### config.mk
export PLATFORM = sky130hd
export DESIGN_NAME = best_fit_free_block_list
export DESIGN_NICKNAME = d
export VERILOG_FILES = /design/src/hw/rtl/bfbl_pkg.sv /design/src/hw/rtl/best_fit_free_block_list.sv /design/src/hw/rtl/bfbl_ram.sv /design/src/hw/rtl/bfbl_ctrl.sv
export SDC_FILE = /design/constraint.sdc
export NUM_CORES = 2
export LEC_CHECK = 0
export ABC_CLOCK_PERIOD_IN_PS = 10380
export BUFFER_PORTS_ARGS = -buffer_cell sky130_fd_sc_hd__buf_4
export CORE_ASPECT_RATIO = 1.5
export CORE_MARGIN = 10
export CORE_UTILIZATION = 57
export CTS_CLUSTER_DIAMETER = 80
export CTS_CLUSTER_SIZE = 14
export DETAILED_ROUTE_END_ITERATION = 8
export MAX_ROUTING_LAYER = met4
export PLACE_DENSITY_LB_ADDON = 0.3
export SETUP_SLACK_MARGIN = 0.15
export SKIP_LAST_GASP = 1
export SLEW_MARGIN = 30
export SYNTH_ARGS = -nofsm -noshare
export SYNTH_HDL_FRONTEND = slang
export SYNTH_SLANG_ARGS = --single-unit
### constraint.sdc
create_clock -name clk -period 10.38 [get_ports clk]
set_input_delay 2.076 -clock clk [delete_from_list [all_inputs] [get_ports clk]]
set_output_delay 2.076 -clock clk [all_outputs]
set_load 0.005 [all_outputs]
### src/hw/rtl/bfbl_pkg.sv
// Shared types and constants for the best-fit free block table.
package bfbl_pkg;

    localparam int DEPTH_DEFAULT = 16;
    localparam int POS_W         = 8;
    localparam int VAL_W         = 31;
    localparam int ENTRY_W       = 2 * VAL_W;
    localparam int CNT_OUT_W     = 9;

    typedef enum logic [1:0] {
        MODE_INSERT = 2'd0,
        MODE_DELETE = 2'd1,
        MODE_READ   = 2'd2,
        MODE_POP    = 2'd3
    } mode_t;

    typedef enum logic [1:0] {
        ST_EXACT = 2'd0,
        ST_CLAMP = 2'd1,
        ST_FULL  = 2'd2,
        ST_NOFIT = 2'd3
    } status_t;

    typedef enum logic [3:0] {
        S_IDLE,
        S_UP_RD,
        S_UP_WR,
        S_PUT,
        S_DN_RD,
        S_DN_WR,
        S_RD_REQ,
        S_RD_WAIT,
        S_SCAN_RD,
        S_SCAN_CMP,
        S_DONE
    } state_t;

    typedef struct packed {
        mode_t              mode;
        logic [POS_W-1:0]   position;
        logic [VAL_W-1:0]   block_offset;
        logic [VAL_W-1:0]   block_size;
        logic [VAL_W-1:0]   request_size;
    } item_t;

    typedef struct packed {
        status_t                status;
        logic [VAL_W-1:0]       found_offset;
        logic [VAL_W-1:0]       found_size;
        logic [CNT_OUT_W-1:0]   entry_count;
    } res_t;

endpackage

### src/hw/rtl/best_fit_free_block_list.sv
// One item is worked at a time. Insert shifts the entries from the insert index up by one
// and then writes the new entry; delete shifts the entries above its index down by one; read
// fetches one entry; pop scans every entry, then removes the best fit with the delete shift.
// Full inserts and empty deletes or reads go straight to the result, without table access.
// A finished result waits in the output register while the next beat is accepted.
// Reset clears the entry count and control state; the table RAM is not cleared.
module best_fit_free_block_list #(
    parameter int DEPTH = bfbl_pkg::DEPTH_DEFAULT
) (
    input  logic         clk,
    input  logic         rst_n,
    input  logic         s_tvalid,
    output logic         s_tready,
    // mode[1:0], position[9:2], block_offset[40:10], block_size[71:41],
    // request_size[102:72], zero pad[103]
    input  logic [103:0] s_tdata,
    output logic         m_tvalid,
    input  logic         m_tready,
    // status[1:0], found_offset[32:2], found_size[63:33], entry_count[72:64],
    // zero pad[79:73]
    output logic [79:0]  m_tdata
);
    import bfbl_pkg::*;

    localparam int AW = $clog2(DEPTH);
    localparam int CW = $clog2(DEPTH + 1);

    item_t              item;
    res_t               res;
    logic               res_valid;
    logic               res_ready;
    logic               ram_we;
    logic [AW-1:0]      ram_waddr;
    logic [ENTRY_W-1:0] ram_wdata;
    logic               ram_re;
    logic [AW-1:0]      ram_raddr;
    logic [ENTRY_W-1:0] ram_rdata;
    logic               m_tvalid_reg, m_tvalid_next;
    res_t               out_reg, out_next;

    assign item.mode         = mode_t'(s_tdata[1:0]);
    assign item.position     = s_tdata[9:2];
    assign item.block_offset = s_tdata[40:10];
    assign item.block_size   = s_tdata[71:41];
    assign item.request_size = s_tdata[102:72];

    bfbl_ctrl #(
        .DEPTH (DEPTH),
        .AW    (AW),
        .CW    (CW)
    ) u_ctrl (
        .clk       (clk),
        .rst_n     (rst_n),
        .in_valid  (s_tvalid),
        .in_ready  (s_tready),
        .item      (item),
        .res_valid (res_valid),
        .res_ready (res_ready),
        .res       (res),
        .ram_we    (ram_we),
        .ram_waddr (ram_waddr),
        .ram_wdata (ram_wdata),
        .ram_re    (ram_re),
        .ram_raddr (ram_raddr),
        .ram_rdata (ram_rdata)
    );

    bfbl_ram #(
        .WIDTH (ENTRY_W),
        .DEPTH (DEPTH),
        .AW    (AW)
    ) u_table (
        .clk   (clk),
        .we    (ram_we),
        .waddr (ram_waddr),
        .wdata (ram_wdata),
        .re    (ram_re),
        .raddr (ram_raddr),
        .rdata (ram_rdata)
    );

    assign res_ready = !m_tvalid_reg || m_tready;

    always_comb
    begin
        m_tvalid_next = m_tvalid_reg;
        out_next      = out_reg;
        if (res_valid && res_ready)
        begin
            m_tvalid_next = 1'b1;
            out_next      = res;
        end
        else if (m_tready)
        begin
            m_tvalid_next = 1'b0;
        end
    end

    always_ff @(posedge clk or negedge rst_n)
    begin
        if (!rst_n)
        begin
            m_tvalid_reg <= 1'b0;
        end
        else
        begin
            m_tvalid_reg <= m_tvalid_next;
        end
    end

    always_ff @(posedge clk)
    begin
        out_reg <= out_next;
    end

    assign m_tvalid = m_tvalid_reg;
    assign m_tdata  = {7'b0, out_reg.entry_count, out_reg.found_size,
                       out_reg.found_offset, out_reg.status};

endmodule

### src/hw/rtl/bfbl_ram.sv
// Generic single-port-write, single-port-read RAM with registered read data.
module bfbl_ram #(
    parameter int WIDTH = 8,
    parameter int DEPTH = 16,
    parameter int AW    = (DEPTH > 1) ? $clog2(DEPTH) : 1
) (
    input  logic             clk,
    input  logic             we,
    input  logic [AW-1:0]    waddr,
    input  logic [WIDTH-1:0] wdata,
    input  logic             re,
    input  logic [AW-1:0]    raddr,
    output logic [WIDTH-1:0] rdata
);

    logic [WIDTH-1:0] mem [DEPTH];

    always_ff @(posedge clk)
    begin
        if (we)
        begin
            mem[waddr] <= wdata;
        end
        if (re)
        begin
            rdata <= mem[raddr];
        end
    end

endmodule

### src/hw/rtl/bfbl_ctrl.sv
// Sequencer that shifts, reads and scans the free block table one entry at a time.
module bfbl_ctrl #(
    parameter int DEPTH = bfbl_pkg::DEPTH_DEFAULT,
    parameter int AW    = $clog2(DEPTH),
    parameter int CW    = $clog2(DEPTH + 1)
) (
    input  logic                      clk,
    input  logic                      rst_n,
    input  logic                      in_valid,
    output logic                      in_ready,
    input  bfbl_pkg::item_t           item,
    output logic                      res_valid,
    input  logic                      res_ready,
    output bfbl_pkg::res_t            res,
    output logic                      ram_we,
    output logic [AW-1:0]             ram_waddr,
    output logic [bfbl_pkg::ENTRY_W-1:0] ram_wdata,
    output logic                      ram_re,
    output logic [AW-1:0]             ram_raddr,
    input  logic [bfbl_pkg::ENTRY_W-1:0] ram_rdata
);
    import bfbl_pkg::*;

    state_t             state_reg, state_next;
    logic [CW-1:0]      count_reg, count_next;
    logic [CW-1:0]      ptr_reg, ptr_next;
    logic [CW-1:0]      idx_reg, idx_next;
    logic [CW-1:0]      best_reg, best_next;
    logic               have_reg, have_next;
    status_t            status_reg, status_next;
    logic [VAL_W-1:0]   fo_reg, fo_next;
    logic [VAL_W-1:0]   fs_reg, fs_next;
    logic [VAL_W-1:0]   boff_reg, boff_next;
    logic [VAL_W-1:0]   bsize_reg, bsize_next;
    logic [VAL_W-1:0]   req_reg, req_next;

    logic [CNT_OUT_W-1:0] count9;
    logic [CNT_OUT_W-1:0] pos9;
    logic [CNT_OUT_W-1:0] last9;
    logic [CNT_OUT_W-1:0] ins_idx9;
    logic [CNT_OUT_W-1:0] lst_idx9;
    logic [CW:0]          ptr_inc;
    logic [VAL_W-1:0]     rd_off;
    logic [VAL_W-1:0]     rd_size;

    assign count9   = CNT_OUT_W'(count_reg);
    assign pos9     = CNT_OUT_W'(item.position);
    assign last9    = count9 - CNT_OUT_W'(1);
    assign ins_idx9 = (pos9 < count9) ? pos9 : count9;
    assign lst_idx9 = (pos9 < last9) ? pos9 : last9;
    assign ptr_inc  = (CW + 1)'(ptr_reg) + (CW + 1)'(1);
    assign rd_off   = ram_rdata[ENTRY_W-1:VAL_W];
    assign rd_size  = ram_rdata[VAL_W-1:0];

    assign in_ready  = (state_reg == S_IDLE);
    assign res_valid = (state_reg == S_DONE);
    assign res.status       = status_reg;
    assign res.found_offset = fo_reg;
    assign res.found_size   = fs_reg;
    assign res.entry_count  = count9;

    always_ff @(posedge clk or negedge rst_n)
    begin
        if (!rst_n)
        begin
            state_reg <= S_IDLE;
            count_reg <= '0;
        end
        else
        begin
            state_reg <= state_next;
            count_reg <= count_next;
        end
    end

    always_ff @(posedge clk)
    begin
        ptr_reg    <= ptr_next;
        idx_reg    <= idx_next;
        best_reg   <= best_next;
        have_reg   <= have_next;
        status_reg <= status_next;
        fo_reg     <= fo_next;
        fs_reg     <= fs_next;
        boff_reg   <= boff_next;
        bsize_reg  <= bsize_next;
        req_reg    <= req_next;
    end

    always_comb
    begin
        state_next  = state_reg;
        count_next  = count_reg;
        ptr_next    = ptr_reg;
        idx_next    = idx_reg;
        best_next   = best_reg;
        have_next   = have_reg;
        status_next = status_reg;
        fo_next     = fo_reg;
        fs_next     = fs_reg;
        boff_next   = boff_reg;
        bsize_next  = bsize_reg;
        req_next    = req_reg;
        ram_we      = 1'b0;
        ram_waddr   = AW'(ptr_reg);
        ram_wdata   = ram_rdata;
        ram_re      = 1'b0;
        ram_raddr   = AW'(ptr_reg);

        case (state_reg)
            S_IDLE:
            begin
                if (in_valid)
                begin
                    fo_next    = '0;
                    fs_next    = '0;
                    have_next  = 1'b0;
                    boff_next  = item.block_offset;
                    bsize_next = item.block_size;
                    req_next   = item.request_size;
                    case (item.mode)
                        MODE_INSERT:
                        begin
                            if (count_reg == CW'(DEPTH))
                            begin
                                status_next = ST_FULL;
                                state_next  = S_DONE;
                            end
                            else
                            begin
                                idx_next    = CW'(ins_idx9);
                                ptr_next    = count_reg;
                                status_next = (ins_idx9 == pos9) ? ST_EXACT : ST_CLAMP;
                                state_next  = S_UP_RD;
                            end
                        end
                        MODE_DELETE, MODE_READ:
                        begin
                            if (count_reg == '0)
                            begin
                                status_next = ST_CLAMP;
                                state_next  = S_DONE;
                            end
                            else
                            begin
                                ptr_next    = CW'(lst_idx9);
                                status_next = (lst_idx9 == pos9) ? ST_EXACT : ST_CLAMP;
                                state_next  = (item.mode == MODE_DELETE) ? S_DN_RD : S_RD_REQ;
                            end
                        end
                        default:
                        begin
                            ptr_next   = '0;
                            state_next = S_SCAN_RD;
                        end
                    endcase
                end
            end
            S_UP_RD:
            begin
                if (ptr_reg > idx_reg)
                begin
                    ram_re     = 1'b1;
                    ram_raddr  = AW'(ptr_reg - CW'(1));
                    state_next = S_UP_WR;
                end
                else
                begin
                    state_next = S_PUT;
                end
            end
            S_UP_WR:
            begin
                ram_we     = 1'b1;
                ram_waddr  = AW'(ptr_reg);
                ram_wdata  = ram_rdata;
                ptr_next   = ptr_reg - CW'(1);
                state_next = S_UP_RD;
            end
            S_PUT:
            begin
                ram_we     = 1'b1;
                ram_waddr  = AW'(idx_reg);
                ram_wdata  = {boff_reg, bsize_reg};
                count_next = count_reg + CW'(1);
                state_next = S_DONE;
            end
            S_DN_RD:
            begin
                if (ptr_inc < (CW + 1)'(count_reg))
                begin
                    ram_re     = 1'b1;
                    ram_raddr  = AW'(ptr_inc);
                    state_next = S_DN_WR;
                end
                else
                begin
                    count_next = count_reg - CW'(1);
                    state_next = S_DONE;
                end
            end
            S_DN_WR:
            begin
                ram_we     = 1'b1;
                ram_waddr  = AW'(ptr_reg);
                ram_wdata  = ram_rdata;
                ptr_next   = CW'(ptr_inc);
                state_next = S_DN_RD;
            end
            S_RD_REQ:
            begin
                ram_re     = 1'b1;
                ram_raddr  = AW'(ptr_reg);
                state_next = S_RD_WAIT;
            end
            S_RD_WAIT:
            begin
                fo_next    = rd_off;
                fs_next    = rd_size;
                state_next = S_DONE;
            end
            S_SCAN_RD:
            begin
                if (ptr_reg < count_reg)
                begin
                    ram_re     = 1'b1;
                    ram_raddr  = AW'(ptr_reg);
                    state_next = S_SCAN_CMP;
                end
                else if (have_reg)
                begin
                    // The winner is removed through the same shift-down path as delete.
                    status_next = ST_EXACT;
                    ptr_next    = best_reg;
                    state_next  = S_DN_RD;
                end
                else
                begin
                    status_next = ST_NOFIT;
                    state_next  = S_DONE;
                end
            end
            S_SCAN_CMP:
            begin
                // Strict less-than keeps the earliest entry on a tie.
                if ((rd_size >= req_reg) && (!have_reg || (rd_size < fs_reg)))
                begin
                    have_next = 1'b1;
                    best_next = ptr_reg;
                    fo_next   = rd_off;
                    fs_next   = rd_size;
                end
                ptr_next   = CW'(ptr_inc);
                state_next = S_SCAN_RD;
            end
            S_DONE:
            begin
                if (res_ready)
                begin
                    state_next = S_IDLE;
                end
            end
            default:
            begin
                state_next = S_IDLE;
            end
        endcase
    end

endmodule

==> results.json <==
{
  "leakage_uw": 0.0205,
  "worstPathMaxFanout": 83,
  "synth_area_mm2": 0.0531,
  "status": "finished, violations left",
  "core_mm2": 0.0927,
  "globalRouteTotalUtil": 0.244,
  "regMostFlops": "u_table.mem",
  "path_clk_slew_ns": 0.07,
  "r2r_setup_slack_ns": 4.17,
  "largest_reg_flops": 992,
  "initial_core_util": 0.573,
  "synth_edf_count": 1296,
  "yosysSeqAreaShare": 0.737,
  "synthArstFlopShare": 0.00766,
  "synth_area_per_cell_um2": 14.0,
  "critPathKind": "reg2reg",
  "critPathSlowestCell": "buf_4",
  "ys_ff_latch": 1306,
  "finalClockSkew_ns": 0.0214,
  "slew_headroom": 0.312,
  "area_growth_pct": 10.5,
  "antenna_found_initial": 0,
  "fin_tns_setup_ns": 0,
  "place_ws_ns": 4.11,
  "fp.dieW_um": 269,
  "path_depth": 15,
  "dieArea_mm2": 0.106,
  "cts_tree": "yes",
  "cts_setup_buffers": 0,
  "cts_buffers": 103,
  "grt_pass1_vias": 31000,
  "rows": 137,
  "cp_common_cell": "buf_4",
  "violations": "DRC",
  "crit_chain": "inv_1 > ha_1 > ha_1 > o21a_1 > a211oi_2 > o21ai_2 > o21bai_4 > xnor2_4 > buf_4 > buf_4 > buf_4 > nand2_1 > nand3_1 > a21oi_1 > nor4_2",
  "clockBufferDepth": 3,
  "grt_first_pass_wirelength_um": 192000,
  "start_kind": "flop",
  "avgViaCountPerCell": 6.14,
  "post_cts_resized": 0,
  "diodes": 0,
  "port_buffers": 177,
  "post-route-period-util": 0.599,
  "hold_viol_final": 0,
  "max_freq_mhz": 161,
  "ff2ff_path_depth": 15,
  "pin_count": 190,
  "cpLargestDelayFamily": "buffers and inverters",
  "layout_setup_ws_ns": 4.17,
  "finalWirelength_um": 129000,
  "worstPathArrival_ns": 6.71,
  "ctsHoldBuffers": 0,
  "wl_per_cell_um": 24.7,
  "drtIter0Drc": 3820,
  "grt.overflow.total": 0,
  "stdcell_area_mm2": 0.0587,
  "die_y_um": 394,
  "drive_above_1_share": 0.130,
  "p_per_area_mw_per_mm2": 338,
  "ys.warnings.count": 0,
  "postRouteAntennaNets": 0,
  "place_area_mm2": 0.0558,
  "synth.area.top_cells": "edfxtp_1 73%, nand2_1 6.4%, nand3_1 3.6%",
  "root_buffer": "clkbuf_16",
  "grt_max_degree": 213,
  "hold_path_class": "reg2reg",
  "min_path_cells": 0,
  "h-tree-depth": 3,
  "max_slew.worst_pin.slew_ns": 1.03,
  "clock-sinks": 1306,
  "rsz0062_at_grt": "false",
  "whs_ns": 0.416,
  "crit_buf_inv": 4,
  "clkLatencyLatePin_ns": 0.72,
  "cap_violations": 0,
  "yosysTopAreaCellShare": 0.733,
  "critical_path.max_stage_delay_ns": 0.86,
  "ir_drop_v": 0.000817,
  "hpwl_um": 66500,
  "synth_top_cell_by_area": "edfxtp_1",
  "final_max_slew_viol_count": 0,
  "fin_crit_ns": 6.21,
  "place_congestion": 0.875,
  "cp.required_ns": 10.88,
  "vias": 32000,
  "dr.pass1.iters": 8,
  "netlist_instances": 3793,
  "drc": 1,
  "total_power_uw": 19900,
  "nets": 4132,
  "synth_ff_type": "edfxtp_1",
  "critPathCaptureType": "flop",
  "synth_cell_types": 74,
  "setup_viol": 0
}
## worst register-to-register path: cells and delay by family, from the launching register on
family | cells | cell delay [ns]
buffers and inverters | 4 | 2.70
AND/OR/NAND/NOR | 3 | 0.63
XOR/XNOR | 1 | 0.14
AO/OA/AOI/OAI | 5 | 1.01
adder cells (fa/ha/maj) | 2 | 0.87
flip-flops | 1 | 0.65
## cells in the mapped netlist, types with 3 or more instances
| cell | count |
|---|---|
| edfxtp_1 | 1296 |
| nand2_1 | 899 |
| nand3_1 | 377 |
| a21oi_1 | 216 |
| ha_1 | 94 |
| clkbuf_1 | 93 |
| inv_1 | 86 |
| buf_2 | 79 |
| mux2i_1 | 73 |
| mux2_2 | 64 |
| and2_1 | 63 |
| a32o_1 | 62 |
| nor4_2 | 61 |
| nor2_1 | 51 |
| o21ai_0 | 41 |
| a21o_1 | 19 |
| buf_1 | 18 |
| nor3_1 | 17 |
| buf_4 | 15 |
| nand2b_1 | 14 |
| xnor2_1 | 12 |
| nor2b_1 | 11 |
| dfrtp_1 | 10 |
| a31oi_1 | 9 |
| nand4_1 | 8 |
| xor2_1 | 8 |
| buf_6 | 7 |
| o21a_1 | 7 |
| a22oi_1 | 6 |
| and3_1 | 6 |
| a211oi_1 | 5 |
| nor4_1 | 4 |
| o31ai_1 | 4 |
| or3_1 | 4 |
| a221oi_1 | 3 |
| nor3_2 | 3 |
| nor3b_1 | 3 |
## metal layers
layer / global-route usage / routed length (um) / up-vias
li1: - / - / 14100
met1: 0.315 / 49800 / 16000
met2: 0.388 / 63200 / 1596
met3: 0.0317 / 11000 / 263
met4: 0.105 / 4810 / 0
met5: - / 0 / -
## area by class of cell
type	count	area, um2
repair buffers	234	1950
clock buffers	125	2700
multi-input cells	2198	12900
clock inverters	7	119
flip-flops and latches	1306	39200
inverters	86	325
fillers	6600	34000
well taps	1251	1570
## stage by stage
stage	cells	util
6_report	5207	0.633
5_1_grt	5207	0.633
4_1_cts	5205	0.632
3_5_place_dp	5073	0.602
3_3_place_gp	5069	0.601
2_1_floorplan	3803	-
## kinds of logic after synthesis
kind of cell,count (synthesis),share of synthesized area
buf+inv,299,0.0252
mux,137,0.0273
compound gates,405,0.0492
other cells,1,0.0000706
fa+ha+maj,95,0.0225
xor+xnor,23,0.00464
flops,1306,0.737
simple gates,1527,0.134
## power by group
| part | internal [uW] | switching, uW | leakage (uW) |
|---|---|---|---|
| registers | 7430 | 397 | 0.0119 |
| clock network | 1840 | 1720 | 0.00137 |
| logic | 2650 | 5820 | 0.00727 |
| total | 11900 | 7940 | 0.0205 |
## cell usage in the layout (no fill, tap or decap), types with 65 or more instances in the layout
master and count:
inv_1 85, clkbuf_16 105, nand2_1 898, a21oi_1 216, edfxtp_1 1296, ha_1 94
nand3_1 377, buf_4 219, mux2i_1 73, nor4_2 65
## worst paths after layout
check	from	endpoint
worst max-delay path	u_ctrl.ptr_reg[0]	u_table.rdata[38]
min in group asynchronous	rst_n	u_ctrl.state_reg[1]
worst min register to register	u_ctrl.fo_reg[5]	m_tdata[7]
worst min-delay path	u_ctrl.fo_reg[5]	m_tdata[7]
worst max register to register	u_ctrl.ptr_reg[0]	u_table.rdata[38]
max in group asynchronous	rst_n	u_ctrl.count_reg[3]
No activity file was read; power rests on OpenSTA's default activity.
